===== config.mk =====
export PLATFORM = sky130hd
export DESIGN_NAME = stream_find_replace
export DESIGN_NICKNAME = d
export VERILOG_FILES = /design/src/hw/rtl/sfr_pkg.sv /design/src/hw/rtl/sfr_front.sv /design/src/hw/rtl/sfr_queue.sv /design/src/hw/rtl/sfr_back.sv /design/src/hw/rtl/stream_find_replace.sv
export VERILOG_INCLUDE_DIRS = /design/src /design/src/hw/rtl
export SDC_FILE = /design/constraint.sdc
export NUM_CORES = 1
export LEC_CHECK = 0
export CAP_MARGIN = 20
export CORE_AREA = 2 2 164 231
export CTS_CLUSTER_DIAMETER = 40
export CTS_CLUSTER_SIZE = 12
export DETAILED_ROUTE_END_ITERATION = 8
export DIE_AREA = 0 0 166 233
export DONT_BUFFER_PORTS = 1
export HOLD_SLACK_MARGIN = 0.12
export PLACE_DENSITY = 0.69
export RECOVER_POWER = 100
export SYNTH_ARGS = -nofsm -noshare
export SYNTH_HDL_FRONTEND = slang
export SYNTH_SLANG_ARGS = --single-unit

===== constraint.sdc =====
create_clock -name clk_i -period 12.8 [get_ports clk_i]
set_clock_uncertainty 0.15 [all_clocks]
set_input_delay 3.2 -clock clk_i [delete_from_list [all_inputs] [get_ports clk_i]]
set_output_delay 3.2 -clock clk_i [all_outputs]
set_load 0.05 [all_outputs]

===== src/hw/rtl/stream_find_replace_macros.svh =====
// ---------------------------------------------------------------------------
// Stream find-and-replace assertion macros
// Shared concurrent assertion forms, clocked on clk_i, disabled in reset.
// ---------------------------------------------------------------------------
`ifndef STREAM_FIND_REPLACE_MACROS_SVH
`define STREAM_FIND_REPLACE_MACROS_SVH

// Check a property at every clock edge outside reset.
`define SFR_ASSERT(label, prop, msg) \
  label: assert property (@(posedge clk_i) disable iff (!rst_ni) (prop)) else $error(msg);

// Check that the consequent holds in the cycle after the antecedent.
`define SFR_ASSERT_NEXT(label, ante, cons, msg) \
  label: assert property (@(posedge clk_i) disable iff (!rst_ni) (ante) |=> (cons)) \
    else $error(msg);

`endif


===== src/hw/rtl/sfr_pkg.sv =====
// ---------------------------------------------------------------------------
// Stream find-and-replace package
// Register indexes and the command passed from classifier to serializer.
// ---------------------------------------------------------------------------
package sfr_pkg;

  localparam int unsigned CNT_W = 4;

  typedef enum logic [1:0] {
    CFG_SEARCH_WORD = 2'd0,
    CFG_SEARCH_LEN  = 2'd1,
    CFG_REPL_WORD   = 2'd2,
    CFG_REPL_LEN    = 2'd3
  } sfr_cfg_e;

  typedef struct packed {
    logic [CNT_W-1:0] count;
    logic             last;
  } sfr_cmd_t;

endpackage


===== src/hw/rtl/sfr_front.sv =====
// ---------------------------------------------------------------------------
// Stream find-and-replace classifier
// Holds configuration and the match window, turns each input word into a
// command: a byte vector, a count of bytes to send and an end mark.
// ---------------------------------------------------------------------------
`include "stream_find_replace_macros.svh"

module sfr_front
  import sfr_pkg::*;
#(
  parameter int unsigned MAX_WORD_BYTES = 8
) (
  input  logic                        clk_i,
  input  logic                        rst_ni,
  input  logic                        cfg_we_i,
  input  logic [1:0]                  cfg_idx_i,
  input  logic [63:0]                 cfg_data_i,
  input  logic                        in_valid_i,
  output logic                        in_ready_o,
  input  logic [7:0]                  in_byte_i,
  input  logic                        in_last_i,
  input  logic                        q_full_i,
  output logic                        push_o,
  output sfr_cmd_t                    cmd_o,
  output logic [8*MAX_WORD_BYTES-1:0] cmd_data_o
);

  localparam int unsigned IDX_W = (MAX_WORD_BYTES > 1) ? $clog2(MAX_WORD_BYTES) : 1;
  localparam logic [CNT_W-1:0] MAX_L = CNT_W'(MAX_WORD_BYTES);

  logic [63:0]      search_word_q;
  logic [3:0]       search_len_q;
  logic [63:0]      repl_word_q;
  logic [3:0]       repl_len_q;
  logic [CNT_W-1:0] fill_q, fill_d;
  logic [7:0]       win_q [MAX_WORD_BYTES];
  logic [7:0]       win_d [MAX_WORD_BYTES];
  logic [7:0]       win_new [MAX_WORD_BYTES];
  logic [8*MAX_WORD_BYTES-1:0] win_flat;
  logic [MAX_WORD_BYTES-1:0]   eq;

  logic [CNT_W-1:0] len_eff, repl_eff;
  logic             accept, full, match;

  assign accept     = in_valid_i && !q_full_i;
  assign in_ready_o = !q_full_i;

  always_comb begin
    if (search_len_q == 4'd0) begin
      len_eff = CNT_W'(1);
    end else if (search_len_q > MAX_L) begin
      len_eff = MAX_L;
    end else begin
      len_eff = search_len_q;
    end
    repl_eff = (repl_len_q > MAX_L) ? MAX_L : repl_len_q;
  end

  for (genvar k = 0; k < MAX_WORD_BYTES; k++) begin : g_win
    assign win_new[k] = (fill_q[IDX_W-1:0] == IDX_W'(k)) ? in_byte_i : win_q[k];
    assign win_flat[8*k +: 8] = win_new[k];
    assign eq[k] = (win_new[k] == search_word_q[8*k +: 8]) || (CNT_W'(k) >= len_eff);
    if (k < MAX_WORD_BYTES - 1) begin : g_shift
      assign win_d[k] = full ? win_new[k+1] : win_new[k];
    end else begin : g_top
      assign win_d[k] = win_new[k];
    end
  end

  assign full  = (fill_q + CNT_W'(1)) == len_eff;
  assign match = &eq;

  always_comb begin
    cmd_o.last = in_last_i;
    cmd_data_o = win_flat;
    if (full && match) begin
      cmd_data_o  = repl_word_q[8*MAX_WORD_BYTES-1:0];
      cmd_o.count = repl_eff;
    end else if (full) begin
      cmd_o.count = in_last_i ? len_eff : CNT_W'(1);
    end else if (in_last_i) begin
      cmd_o.count = fill_q + CNT_W'(1);
    end else begin
      cmd_o.count = '0;
    end
  end

  assign push_o = accept && ((cmd_o.count != '0) || in_last_i);

  always_comb begin
    fill_d = fill_q;
    if (cfg_we_i && (sfr_cfg_e'(cfg_idx_i) == CFG_SEARCH_LEN)) begin
      fill_d = '0;
    end else if (accept) begin
      if (in_last_i || (full && match)) begin
        fill_d = '0;
      end else if (full) begin
        fill_d = len_eff - CNT_W'(1);
      end else begin
        fill_d = fill_q + CNT_W'(1);
      end
    end
  end

  always_ff @(posedge clk_i or negedge rst_ni) begin
    if (!rst_ni) begin
      search_word_q <= '0;
      search_len_q  <= 4'd1;
      repl_word_q   <= '0;
      repl_len_q    <= '0;
      fill_q        <= '0;
    end else begin
      fill_q <= fill_d;
      if (cfg_we_i) begin
        unique case (sfr_cfg_e'(cfg_idx_i))
          CFG_SEARCH_WORD: search_word_q <= cfg_data_i;
          CFG_SEARCH_LEN:  search_len_q  <= cfg_data_i[3:0];
          CFG_REPL_WORD:   repl_word_q   <= cfg_data_i;
          CFG_REPL_LEN:    repl_len_q    <= cfg_data_i[3:0];
          default: ;
        endcase
      end
    end
  end

  always_ff @(posedge clk_i) begin
    if (accept) begin
      win_q <= win_d;
    end
  end

  `SFR_ASSERT(a_fill_below_len, fill_q < len_eff, "window fill reached search length")
  `SFR_ASSERT(a_push_count, !push_o || (cmd_o.count <= MAX_L), "command count too large")
  `SFR_ASSERT(a_partial_silent, !(accept && !full && !in_last_i) || !push_o,
              "partial window produced a command")

endmodule


===== src/hw/rtl/sfr_queue.sv =====
// ---------------------------------------------------------------------------
// Stream find-and-replace command queue
// Two-entry FIFO between classifier and serializer.
// ---------------------------------------------------------------------------
module sfr_queue
  import sfr_pkg::*;
#(
  parameter int unsigned WIDTH = 8
) (
  input  logic             clk_i,
  input  logic             rst_ni,
  input  logic             push_i,
  input  logic [WIDTH-1:0] push_data_i,
  output logic             full_o,
  input  logic             pop_i,
  output logic             valid_o,
  output logic [WIDTH-1:0] head_o
);

  logic [WIDTH-1:0] slot_q [2];
  logic             wr_ptr_q, rd_ptr_q;
  logic [1:0]       cnt_q;
  logic             do_push, do_pop;

  assign full_o  = (cnt_q == 2'd2);
  assign valid_o = (cnt_q != 2'd0);
  assign head_o  = slot_q[rd_ptr_q];
  assign do_push = push_i && !full_o;
  assign do_pop  = pop_i && valid_o;

  always_ff @(posedge clk_i or negedge rst_ni) begin
    if (!rst_ni) begin
      wr_ptr_q <= 1'b0;
      rd_ptr_q <= 1'b0;
      cnt_q    <= 2'd0;
    end else begin
      if (do_push) wr_ptr_q <= !wr_ptr_q;
      if (do_pop)  rd_ptr_q <= !rd_ptr_q;
      cnt_q <= cnt_q + 2'(do_push) - 2'(do_pop);
    end
  end

  always_ff @(posedge clk_i) begin
    if (do_push) begin
      slot_q[wr_ptr_q] <= push_data_i;
    end
  end

endmodule


===== src/hw/rtl/sfr_back.sv =====
// ---------------------------------------------------------------------------
// Stream find-and-replace serializer
// Loads one command at a time and sends its bytes one word per cycle unless
// stalled by m_axis_tready, or a bare end mark when a final command has none.
// ---------------------------------------------------------------------------
`include "stream_find_replace_macros.svh"

module sfr_back
  import sfr_pkg::*;
#(
  parameter int unsigned MAX_WORD_BYTES = 8
) (
  input  logic                        clk_i,
  input  logic                        rst_ni,
  input  logic                        q_valid_i,
  input  sfr_cmd_t                    q_cmd_i,
  input  logic [8*MAX_WORD_BYTES-1:0] q_data_i,
  output logic                        q_pop_o,
  output logic                        m_axis_tvalid,
  input  logic                        m_axis_tready,
  output logic [7:0]                  m_axis_tdata,
  output logic                        m_axis_tuser,
  output logic                        m_axis_tlast
);

  localparam int unsigned IDX_W = (MAX_WORD_BYTES > 1) ? $clog2(MAX_WORD_BYTES) : 1;

  logic                        valid_q;
  sfr_cmd_t                    cmd_q;
  logic [8*MAX_WORD_BYTES-1:0] data_q;
  logic [IDX_W-1:0]            idx_q;
  logic                        final_word, done, load;

  assign final_word = (cmd_q.count == '0) || ((CNT_W'(idx_q) + CNT_W'(1)) == cmd_q.count);
  assign done       = valid_q && m_axis_tready && final_word;
  assign load       = q_valid_i && (!valid_q || done);
  assign q_pop_o    = load;

  assign m_axis_tvalid = valid_q;
  assign m_axis_tuser  = (cmd_q.count != '0);
  assign m_axis_tdata  = m_axis_tuser ? data_q[8*idx_q +: 8] : 8'd0;
  assign m_axis_tlast  = cmd_q.last && final_word;

  always_ff @(posedge clk_i or negedge rst_ni) begin
    if (!rst_ni) begin
      valid_q <= 1'b0;
      idx_q   <= '0;
      cmd_q   <= '0;
    end else if (load) begin
      valid_q <= 1'b1;
      idx_q   <= '0;
      cmd_q   <= q_cmd_i;
    end else if (done) begin
      valid_q <= 1'b0;
    end else if (valid_q && m_axis_tready) begin
      idx_q <= idx_q + IDX_W'(1);
    end
  end

  always_ff @(posedge clk_i) begin
    if (load) begin
      data_q <= q_data_i;
    end
  end

  `SFR_ASSERT(a_idx_in_range, !(valid_q && (cmd_q.count != '0)) || (CNT_W'(idx_q) < cmd_q.count),
              "byte index past command count")
  `SFR_ASSERT(a_bare_is_last, !(valid_q && (cmd_q.count == '0)) || cmd_q.last,
              "bare marker without end mark")
  `SFR_ASSERT_NEXT(a_idle_loads, !valid_q && q_valid_i, valid_q,
                   "pending command not loaded")

endmodule


===== src/hw/rtl/stream_find_replace.sv =====
// ---------------------------------------------------------------------------
// Stream find-and-replace
// Rewrites a byte stream, replacing each non-overlapping search word with
// the replacement word.
//
//   channel   dir  handshake               payload
//   s_axis    in   tvalid/tready           tdata = in_byte, tlast = in_last
//   m_axis    out  tvalid/tready           tdata = out_byte, tuser = has_byte,
//                                          tlast = out_last
//   cfg       in   cfg_we_i (no wait)      cfg_idx_i, cfg_data_i
//
// One input word is taken per cycle while the two-entry command queue has room.
// The serializer sends one output word per cycle when m_axis_tready is high; a
// command of n bytes holds it until sent, so long replacements back-pressure
// the input through the queue; commands are registered there and in sfr_back.
// Reset empties the window, the queue and the output register.
// ---------------------------------------------------------------------------
module stream_find_replace
  import sfr_pkg::*;
#(
  parameter int unsigned MAX_WORD_BYTES = 8
) (
  input  logic        clk_i,
  input  logic        rst_ni,
  input  logic        cfg_we_i,
  input  logic [1:0]  cfg_idx_i,
  input  logic [63:0] cfg_data_i,
  input  logic        s_axis_tvalid,
  output logic        s_axis_tready,
  input  logic [7:0]  s_axis_tdata,  // [7:0] in_byte
  input  logic        s_axis_tlast,
  output logic        m_axis_tvalid,
  input  logic        m_axis_tready,
  output logic [7:0]  m_axis_tdata,  // [7:0] out_byte
  output logic        m_axis_tuser,  // [0] has_byte
  output logic        m_axis_tlast
);

  localparam int unsigned DATA_W = 8 * MAX_WORD_BYTES;
  localparam int unsigned ENTRY_W = DATA_W + $bits(sfr_cmd_t);

  logic              push, q_full, q_valid, q_pop;
  sfr_cmd_t          push_cmd, head_cmd;
  logic [DATA_W-1:0] push_data, head_data;
  logic [ENTRY_W-1:0] head;

  sfr_front #(
    .MAX_WORD_BYTES(MAX_WORD_BYTES)
  ) u_front (
    .clk_i      (clk_i),
    .rst_ni     (rst_ni),
    .cfg_we_i   (cfg_we_i),
    .cfg_idx_i  (cfg_idx_i),
    .cfg_data_i (cfg_data_i),
    .in_valid_i (s_axis_tvalid),
    .in_ready_o (s_axis_tready),
    .in_byte_i  (s_axis_tdata),
    .in_last_i  (s_axis_tlast),
    .q_full_i   (q_full),
    .push_o     (push),
    .cmd_o      (push_cmd),
    .cmd_data_o (push_data)
  );

  sfr_queue #(
    .WIDTH(ENTRY_W)
  ) u_queue (
    .clk_i       (clk_i),
    .rst_ni      (rst_ni),
    .push_i      (push),
    .push_data_i ({push_cmd, push_data}),
    .full_o      (q_full),
    .pop_i       (q_pop),
    .valid_o     (q_valid),
    .head_o      (head)
  );

  assign head_cmd  = head[ENTRY_W-1:DATA_W];
  assign head_data = head[DATA_W-1:0];

  sfr_back #(
    .MAX_WORD_BYTES(MAX_WORD_BYTES)
  ) u_back (
    .clk_i         (clk_i),
    .rst_ni        (rst_ni),
    .q_valid_i     (q_valid),
    .q_cmd_i       (head_cmd),
    .q_data_i      (head_data),
    .q_pop_o       (q_pop),
    .m_axis_tvalid (m_axis_tvalid),
    .m_axis_tready (m_axis_tready),
    .m_axis_tdata  (m_axis_tdata),
    .m_axis_tuser  (m_axis_tuser),
    .m_axis_tlast  (m_axis_tlast)
  );

endmodule

==> results of run 1 <==
[metrics by stage]
step	hold WS [ns]	total power, W	cells	util [%]
floorplan	0.2979	0.003240	1439	-
global placement	0.3333	0.003629	1838	54.61
detailed placement	0.3438	0.003671	1838	54.61
CTS	0.3476	0.004996	1928	58.80
global route	0.3616	0.005206	1929	58.44
finish	0.3520	0.004964	1929	58.44
[sequential cells by signal, indices dropped and copies added, names as in the netlist, 2 cells and up]
signal                 count
u_front.win_q             64
u_queue.cnt_q              2
u_back.cmd_q               5
u_front.search_len_q       4
u_front.fill_q             4
u_back.idx_q               3
u_queue.slot_q           138
u_front.repl_len_q         4
u_front.repl_word_q       64
u_front.search_word_q     64
u_back.data_q             64
[tightest hold or removal path: cells and delay by family (launching register included)]
kind	cells	cell delay (ns)
flops	1	0.34
simple gates	2	0.15
[final cells by class]
type / count / area share [%]
sequential: 419 / 55.49
multi-input combinational: 868 / 32.98
clock buffer: 73 / 6.567
tap: 467 / 2.743
inverter: 74 / 1.304
clock inverter: 17 / 0.5933
timing repair buffer: 11 / 0.3231
[worst max-delay path by stage]
stage / end / slack (ns)
finish: u_queue.slot_q[0][39] / 4.69
global route: u_queue.slot_q[0][39] / 4.11
CTS: m_axis_tlast / 6.43
detailed placement: u_queue.slot_q[0][15] / 5.96
global placement: u_queue.slot_q[0][48] / 6.05
floorplan: u_queue.slot_q[0][0] / 5.50
[power groups by stage]
stage | logic [W] | registers, W | clock network, W
2_1_floorplan | 0.00116 | 0.00208 | 0
3_3_place_gp | 0.00143 | 0.00220 | 0
3_5_place_dp | 0.00146 | 0.00221 | 0
4_1_cts | 0.00147 | 0.00218 | 0.00134
5_1_grt | 0.00159 | 0.00223 | 0.00139
6_report | 0.00145 | 0.00220 | 0.00131
[routing by layer]
metal	up-vias	routed length, um
li1	5237	-
met1	5798	19930
met2	441	22520
met3	98	3402
met4	0	1803
met5	-	0
[logic make-up after synthesis]
family                     Yosys count
buffers and inverters              152
AOI/OAI and AO/OA                  172
muxes                              338
adders and majority gates           14
and+or+nand+nor                    271
DFF                                419
xor gates and xnor gates            73
[synthesized netlist by cell type (all sizes together) (14+ instances only)]
cell | n | area, sq um
a21oi | 28 | 140.1
buf | 34 | 177.7
clkbuf | 44 | 165.2
dfrtp | 152 | 3804
edfxtp | 266 | 7988
ha | 14 | 175.2
inv | 74 | 277.8
mux2 | 236 | 2718
mux2i | 86 | 864.6
mux4 | 16 | 360.4
nand2 | 61 | 236.5
nand2b | 16 | 107.6
nor2 | 149 | 559.3
o21ai | 29 | 145.1
o22ai | 52 | 325.3
xnor2 | 47 | 411.6
xor2 | 26 | 227.7
==> results.md, run 1 <==
* Required time of the critical path at 12.63 ns
* Worst EP arrival at 7.94 ns
* PD cells at 233.1 mW/mm^2
* CP Capture Type: register
* Via count at 11570
* Synth Area in Adders at 0.8959%
* Detailed placer's ending HPWL at 32.58 mm
* Largest net degree at the start of global routing at 154
* DRC at 0
* Reg clk slew, reported paths at 0.06 ns
* Critical path launch point type: primary input
* Post-synth EDFFs at 266
* CTS Hold Bufs at 0
* GRT busiest layer: met2
* ANT nets after route at 0
* FF+latch count, synth at 419
* R2R Path End: u_queue.slot_q[0][39]
* CTS tree: done
* Failing checks: max-capacitance violations, max-slew violations
* DRT Wirelength at 47.66 mm
* Clk pwr share at 26.4%
* Synth-to-Final Area Change at 8.946%
* Sequential share of the synthesized area at 60.44%
* Final Setup Violations at 0
* Number of max-cap violations at 10
* Internal power at 0.003260 W
* Post-synthesis simple-gate area fraction at 6.080%
* Cells after Synth at 1439
* CP delay by family, top: compound AO/OA/AOI/OAI gates
* Multi-input gate area at 0.007025 sq mm
* Post-CTS Resized at 0
* R2R setup slack at 4.72 ns
* Crit Reg-Reg Startpoint: u_front.fill_q[2]
* Port Buf Inserts at 0
* Worst-case vdd ir drop at 0.0002488 V
* Worst-path cell chain: or2_1 > a2111oi_0 > nor2b_1 > nor4_1 > a21oi_1 > a2111oi_0 > nand3_1 > o21a_1 > clkbuf_1
* Fin Setup TNS at 0 ns
* Vias in the first global route at 11760
* Die W at 166 um
* F_max at 123.3 MHz
* Sink of the worst hold path: u_back.m_axis_tvalid
* Grt met2 use at 39.68%
* CP max-delay cell: clkbuf_1
* Initial antenna violation count at 0
* Filler cells at 2875
* Initial core utilization at 53.64%
* Mapped Area at 0.01955 sq mm
* Critical Path Start: s_axis_tdata[5]
* Yosys cell types at 66
* Status: finished, violations left
* WL per Instance at 24.71 um
* Most frequent cells in the layout: edfxtp_1 (266), mux2_2 (173), dfrtp_1 (151)
* Net Count, Synth at 1533
* Slew @ Worst Pin at 4.371 ns
* Hold wc startpoint: u_queue.cnt_q[0]
* Htree depth at 2
* Met1 Use GR at 33.32%
* Crit Path Category: in -> reg
* Postcts setup bufs at 0
* Slew Limit Fails at 563
* Max_slew headroom at -191.4%
* Finished Cell Area at 0.02130 sq mm
* XOR/XNOR Fraction of Synth Area at 3.270%
* Hold Path Class: reg -> reg
* Sw Ratio at 34.34%
* CP max stage delay at 1.02 ns
* Final GP Congestion at 0.9040
* Core ar. at 0.03645 sq mm
* TritonCTS Sinks at 419
* Bufs on Longest Clock Path at 3
* Async S/R FF share, synth at 36.52%
* Worst-path maximum fanout at 36
* Final Hold Viols at 0
* Syn Area/Cell at 13.59 sq um
* Logic pwr share at 29.3%
* Sequential share of power at 44.3%
* DRT Pass-1 Iters at 5
* Initial DRC count at 1073
* Reg2reg path depth at 12
* First-pass GRT wire length at 71.93 mm
* Synth warn at 0
* Final worst setup slack at 4.689 ns
* Compound-gate portion of the synthesized area at 5.971%
* Crit path depth at 9
* ANT cells at 0
* Layout cells sized above 1 at 18.60%
* Post-synthesis mux area share at 20.17%
* Hold path depth at 2
* Sequential cell area at 0.01182 sq mm
* Clock root buffer master: clkbuf_16
* P_sw at 0.001705 W
* Grt ovf at 0
* Die Ht at 233 um
* Bufs and invs on worst path at 1
* Post-synth top flop: edfxtp_1
* RSZ-0062 raised after global routing: false
* Floorplan row count at 83
* Nets at 1516
* Worst skew pair latency at 0.57 ns
* Period utilization at 63.37%
* GRT Total Usage at 24.63%
* Placed inst area at 0.01991 sq mm
* TritonCTS Buffers at 48
* I/O Pins at 92
* Largest family of logic cells by synthesized area: multiplexers
* Setup WS pre-CTS at 5.959 ns
* Post-route minimum period at 8.111 ns
* Most used cell along the critical path: a2111oi_0
* Leakage at 8.327 nW
* Die area at 0.03868 sq mm
* Met3 Use GR at 4.593%
* Commonest non-fill, non-tap cell in the layout: edfxtp_1
* Vias per cell at 6.000
Power figures use the tool's default switching activity.
==> run 2: changes to the inputs <==
clock period = 7.6 ns   (was 12.8 ns; I/O delays follow)
==> results.md, run 2 (synthesis gave the netlist of run 1 again) <==
* Status: finished, violations left (unchanged)
* Failing checks: max-capacitance violations, max-slew violations (unchanged)
* Max reg flops at 138 (unchanged)
* ANT nets after route at 0 (unchanged)
* Initial core utilization at 53.64% (unchanged)
* Slew Limit Fails at 332 (was 563)
* RSZ-0062 raised after global routing: false (unchanged)
* Worst-case vdd ir drop at 0.0003783 V (was 0.0002488 V)
* Worst skew pair latency at 0.56 ns (was 0.57 ns)
* Number of max-cap violations at 6 (was 10)
* Sequential share of power at 44.8% (was 44.3%)
* Crit Path Category: reg -> reg (was in -> reg)
* Postcts setup bufs at 0 (unchanged)
* Layout cells sized above 1 at 18.74% (was 18.60%)
* Finished Cell Area at 0.02126 sq mm (was 0.02130 sq mm)
* Logic pwr share at 29.7% (was 29.3%)
* Worst EP arrival at 6.28 ns (was 7.94 ns)
* Die W at 166 um (unchanged)
* CP max stage delay at 1.70 ns (was 1.02 ns)
* Nets at 1514 (was 1516)
* Die area at 0.03868 sq mm (unchanged)
* Most frequent cells in the layout: edfxtp_1 (266), mux2_2 (175), dfrtp_1 (151) (was edfxtp_1 (266), mux2_2 (173), dfrtp_1 (151))
* Required time of the critical path at 7.76 ns (was 12.63 ns)
* Reg clk slew, reported paths at 0.06 ns (about the same)
* Final Hold Viols at 0 (unchanged)
* TritonCTS Sinks at 419 (unchanged)
* TritonCTS Buffers at 46 (was 48)
* Clk pwr share at 25.5% (was 26.4%)
* Placed inst area at 0.01991 sq mm (unchanged)
* CTS Hold Bufs at 0 (unchanged)
* WL per Instance at 24.63 um (was 24.71 um)
* Max_slew headroom at -181.2% (was -191.4%)
* ANT cells at 0 (unchanged)
* CP delay by family, top: buffers and inverters (was compound AO/OA/AOI/OAI gates)
* Post-CTS Resized at 0 (unchanged)
* Slew @ Worst Pin at 4.218 ns (was 4.371 ns)
* GRT Total Usage at 24.73% (was 24.63%)
* Vias per cell at 6.012 (was 6.000)
* Largest net degree at the start of global routing at 154 (unchanged)
* Hold Path Class: reg -> reg (unchanged)
* Period utilization at 80.61%
* Final GP Congestion at 0.9044 (was 0.9040)
* Internal power at 0.005434 W (was 0.003260 W)
* Core ar. at 0.03645 sq mm (unchanged)
* F_max at 163.2 MHz
* CP max-delay cell: clkbuf_1 (unchanged)
* Commonest non-fill, non-tap cell in the layout: edfxtp_1 (unchanged)
* Worst-path cell chain: inv_1 > ha_1 > xor2_1 > a221oi_1 > o32ai_1 > o211ai_1 > buf_4 > o21bai_1 > a2111oi_4 > nand3_1 > clkbuf_1 > buf_16 > mux2i_1 (was or2_1 > a2111oi_0 > nor2b_1 > nor4_1 > a21oi_1 > a2111oi_0 > nand3_1 > o21a_1 > clkbuf_1)
* Synth-to-Final Area Change at 8.761% (was 8.946%)
* Critical Path Start: u_front.fill_q[2] (was s_axis_tdata[5])
* First-pass GRT wire length at 72.36 mm (was 71.93 mm)
* Bufs and invs on worst path at 4 (was 1)
* Htree depth at 2 (unchanged)
* CTS tree: done (unchanged)
* Grt ovf at 0 (unchanged)
* Hold wc startpoint: u_queue.cnt_q[1] (was u_queue.cnt_q[0])
* CP Capture Type: register (unchanged)
* P_sw at 0.002842 W (was 0.001705 W)
* Initial antenna violation count at 3 (was 0)
* I/O Pins at 92 (unchanged)
* Vias in the first global route at 11940 (was 11760)
* Leakage at 8.296 nW (was 8.327 nW)
* Sw Ratio at 34.34% (about the same)
* DRC at 0 (unchanged)
* Via count at 11570 (about the same)
* Post-route minimum period at 6.126 ns
* Initial DRC count at 1102 (was 1073)
* Final Setup Violations at 0 (unchanged)
* Largest Register: u_queue.slot_q (unchanged)
* Bufs on Longest Clock Path at 3 (unchanged)
* Detailed placer's ending HPWL at 32.71 mm (was 32.58 mm)
* DRT Wirelength at 47.40 mm (was 47.66 mm)
* DRT Pass-1 Iters at 5 (unchanged)
* Critical path launch point type: register (was primary input)
* Fin Setup TNS at 0 ns (unchanged)
* Port Buf Inserts at 0 (unchanged)
* Crit Reg-Reg Startpoint: u_front.fill_q[2] (unchanged)
* Clock root buffer master: clkbuf_16 (unchanged)
* Die Ht at 233 um (unchanged)
* Floorplan row count at 83 (unchanged)
* Worst-path maximum fanout at 50 (was 36)
* PD cells at 389.2 mW/mm^2 (was 233.1 mW/mm^2)
[run 2: power by group through the flow]
stage          Sequential [W]  Clock (W)  Combinational (W)
2_1_floorplan         0.00350          0            0.00196
3_3_place_gp          0.00370          0            0.00241
3_5_place_dp          0.00372          0            0.00247
4_1_cts               0.00368    0.00215            0.00249
5_1_grt               0.00375    0.00224            0.00269
6_report              0.00370    0.00211            0.00246
[run 2: area by class of cell]
class	count	area, sq um
Clock inverter	11	77.57
Clock buffer	74	1360
Timing Repair Buffer	11	80.08
Fill cell	2884	15190
Inverter	74	277.8
Multi-Input combinational cell	868	7066
Sequential cell	419	11820
Tap cell	467	584.3
[run 2: metal layers]
metal	routed length (um)	global-route usage [%]	vias to the layer above	part of all wire, %
li1	-	-	5224	-
met1	19900	33.32	5850	42
met2	22880	40.57	396	48
met3	3155	4.831	95	6.7
met4	1443	8.261	2	3.0
met5	13	0	-	0.027
[run 2: final timing paths]
kind	depth (start not counted)	endpoint	slack [ns]
setup / recovery	13	u_queue.slot_q[1][40]	1.47
hold / removal	1	u_queue.cnt_q[1]	0.35
setup reg to reg	13	u_queue.slot_q[1][40]	1.47
hold reg to reg	1	u_queue.cnt_q[1]	0.35
max in group asynchronous	0	u_front.search_len_q[0]	6.15
min in group asynchronous	0	u_front.search_word_q[22]	0.90
[run 2: worst reg2reg max path, stage by stage (launching register included)]
cell       delay [ns]
dfrtp_1          0.62
inv_1            0.23
ha_1             0.46
xor2_1           0.19
a221oi_1         0.27
o32ai_1          0.14
o211ai_1         0.10
buf_4            0.46
o21bai_1         0.26
a2111oi_4        0.09
nand3_1          0.42
clkbuf_1         1.70
buf_16           0.32
mux2i_1          0.46
[run 2: metrics by stage]
stage	hold slack [ns]	cells	util (%)	total power [W]	worst slack (ns)
floorplan	0.2979	1439	-	0.005457	1.599
global placement	0.3333	1838	54.61	0.006111	2.153
detailed placement	0.3434	1838	54.61	0.006193	2.014
CTS	0.3533	1923	58.56	0.008321	2.423
global route	0.3597	1924	58.34	0.008677	1.106
finish	0.3472	1924	58.34	0.008275	1.474
==> run 3: changes to the inputs <==
PLACE_DENSITY = 0.71   (was 0.69)
clock period = 5 ns   (was 7.6 ns; I/O delays follow)
==> results.md, run 3 (synthesis gave the netlist of run 1 again) <==
* Vias in the first global route at 11730 (was 11940)
* Post-route minimum period at 4.573 ns (was 6.126 ns)
* Largest net degree at the start of global routing at 154 (unchanged)
* Worst-path maximum fanout at 48 (was 50)
* Power, Total at 0.01273 W (was 0.008275 W)
* Commonest non-fill, non-tap cell in the layout: edfxtp_1 (unchanged)
* Slew @ Worst Pin at 2.962 ns (was 4.218 ns)
* Final Setup Violations at 0 (unchanged)
* Placed inst area at 0.01997 sq mm (was 0.01991 sq mm)
* Grt ovf at 0 (unchanged)
* Final Hold Viols at 0 (unchanged)
* Detailed placer's ending HPWL at 33.68 mm (was 32.71 mm)
* ANT cells at 0 (unchanged)
* Via count at 11610 (was 11570)
* TritonCTS Buffers at 45 (was 46)
* DRT Wirelength at 48.21 mm (was 47.40 mm)
* DRT Pass-1 Iters at 6 (was 5)
* CTS Hold Bufs at 0 (unchanged)
* Die Ht at 233 um (unchanged)
* CTS tree: done (unchanged)
* Slew Limit Fails at 308 (was 332)
* RSZ-0062 raised after global routing: false (unchanged)
* Period utilization at 91.46% (was 80.61%)
* Worst-case vdd ir drop at 0.0006520 V (was 0.0003783 V)
* Most frequent cells in the layout: edfxtp_1 (266), mux2_2 (170), dfrtp_1 (152) (was edfxtp_1 (266), mux2_2 (175), dfrtp_1 (151))
* Die area at 0.03868 sq mm (unchanged)
* Reg clk slew, reported paths at 0.06 ns (about the same)
* Nets at 1521 (was 1514)
* Worst skew pair latency at 0.55 ns (was 0.56 ns)
* Final GP Congestion at 0.9139 (was 0.9044)
* Clock root buffer master: clkbuf_16 (unchanged)
* Htree depth at 2 (unchanged)
* Crit Reg-Reg Startpoint: u_front.fill_q[0] (was u_front.fill_q[2])
* DRC at 0 (unchanged)
* Synth-to-Final Area Change at 9.190% (was 8.761%)
* R2R setup slack at 0.43 ns (was 1.47 ns)
* Initial core utilization at 53.64% (unchanged)
* Number of max-cap violations at 6 (unchanged)
* WL per Instance at 24.96 um (was 24.63 um)
* Layout cells sized above 1 at 18.92% (was 18.74%)
* ANT nets after route at 0 (unchanged)
* Vias per cell at 6.013 (was 6.012)
* Initial DRC count at 1163 (was 1102)
* F_max at 218.7 MHz (was 163.2 MHz)
* Leakage at 8.351 nW (was 8.296 nW)
* PD cells at 596.2 mW/mm^2 (was 389.2 mW/mm^2)
* GRT Total Usage at 25.17% (was 24.73%)
* Critical path launch point type: register (unchanged)
* Cell Count, Final, Fillers Out at 1931 (was 1924)
* CP Capture Type: register (unchanged)
* Port Buf Inserts at 0 (unchanged)
* First-pass GRT wire length at 73.63 mm (was 72.36 mm)
* Core ar. at 0.03645 sq mm (unchanged)
* Reg2reg path depth at 10 (was 13)
* R2R Path End: u_queue.slot_q[0][44] (was u_queue.slot_q[1][40])
* Max reg flops at 138 (unchanged)
* Inst Count DP at 1847 (was 1838)
* Initial antenna violation count at 0 (was 3)
* Fin Setup TNS at 0 ns (unchanged)
* Status: finished, violations left (unchanged)
* I/O Pins at 92 (unchanged)
* Floorplan row count at 83 (unchanged)
* TritonCTS Sinks at 419 (unchanged)
* Finished Cell Area at 0.02135 sq mm (was 0.02126 sq mm)
* Post-CTS Resized at 0 (unchanged)
* Die W at 166 um (unchanged)
* Postcts setup bufs at 0 (unchanged)
* Failing checks: max-capacitance violations, max-slew violations (unchanged)
* Bufs on Longest Clock Path at 3 (unchanged)
* Post-Route Utilization at 58.57% (was 58.34%)
* Required time of the critical path at 5.13 ns (was 7.76 ns)
* Crit Path Category: reg -> reg (unchanged)
* Max_slew headroom at -97.48% (was -181.2%)
* Largest Register: u_queue.slot_q (unchanged)
* Hold Path Class: in -> async (was reg -> reg)
* Worst EP arrival at 4.71 ns (was 6.28 ns)
[run 3: how the worst max path moves through the flow]
stage | start | to
finish | u_front.fill_q[0] | u_queue.slot_q[0][44]
global route | u_front.fill_q[0] | u_queue.slot_q[0][44]
CTS | u_front.fill_q[0] | u_queue.slot_q[0][44]
detailed placement | s_axis_tdata[3] | u_queue.slot_q[0][36]
global placement | s_axis_tdata[3] | u_queue.slot_q[0][37]
floorplan | s_axis_tdata[2] | u_queue.slot_q[0][0]
[run 3: worst max-delay path, cell delays in order (launching register included)]
cell and delay [ns]:
dfrtp_1 0.50, ha_1 0.23, ha_1 0.51, mux2i_1 0.55, xnor2_1 0.13, nor4_1 0.39, a21oi_1 0.14, o41ai_2 0.56
nand3_4 0.23, buf_4 0.44, mux2_1 0.45
[run 3: area by class of cell]
class                   count  area (sq um)
clock buffers              73          1335
clock inverters            11         148.9
fillers                  2876         15100
inverters                  74         277.8
multi-input cells         868          7074
flip-flops and latches    419         11820
well taps                 467         584.3
repair buffers             19         110.1
[run 3: report_power, final]
| part | switching (W) | total [W] | internal [W] |
|---|---|---|---|
| sequential | 0.000678 | 0.00560 | 0.00492 |
| clock | 0.00133 | 0.00332 | 0.00199 |
| combinational | 0.00233 | 0.00381 | 0.00147 |
| total | 0.00435 | 0.0127 | 0.00838 |
[run 3: through the flow]
step | hold slack, ns | setup slack (ns)
finish | 0.2512 | 0.4272
global route | 0.2334 | 0.1549
CTS | 0.2261 | 0.5040
detailed placement | 0.3429 | 0.4043
global placement | 0.3347 | 0.4500
floorplan | 0.2979 | 0.3450
[run 3: metal layers]
metal,track usage [%],wire length [um]
met1,34.70,20570
met2,41.74,23450
met3,4.048,3020
met4,7.038,1164
met5,0,0
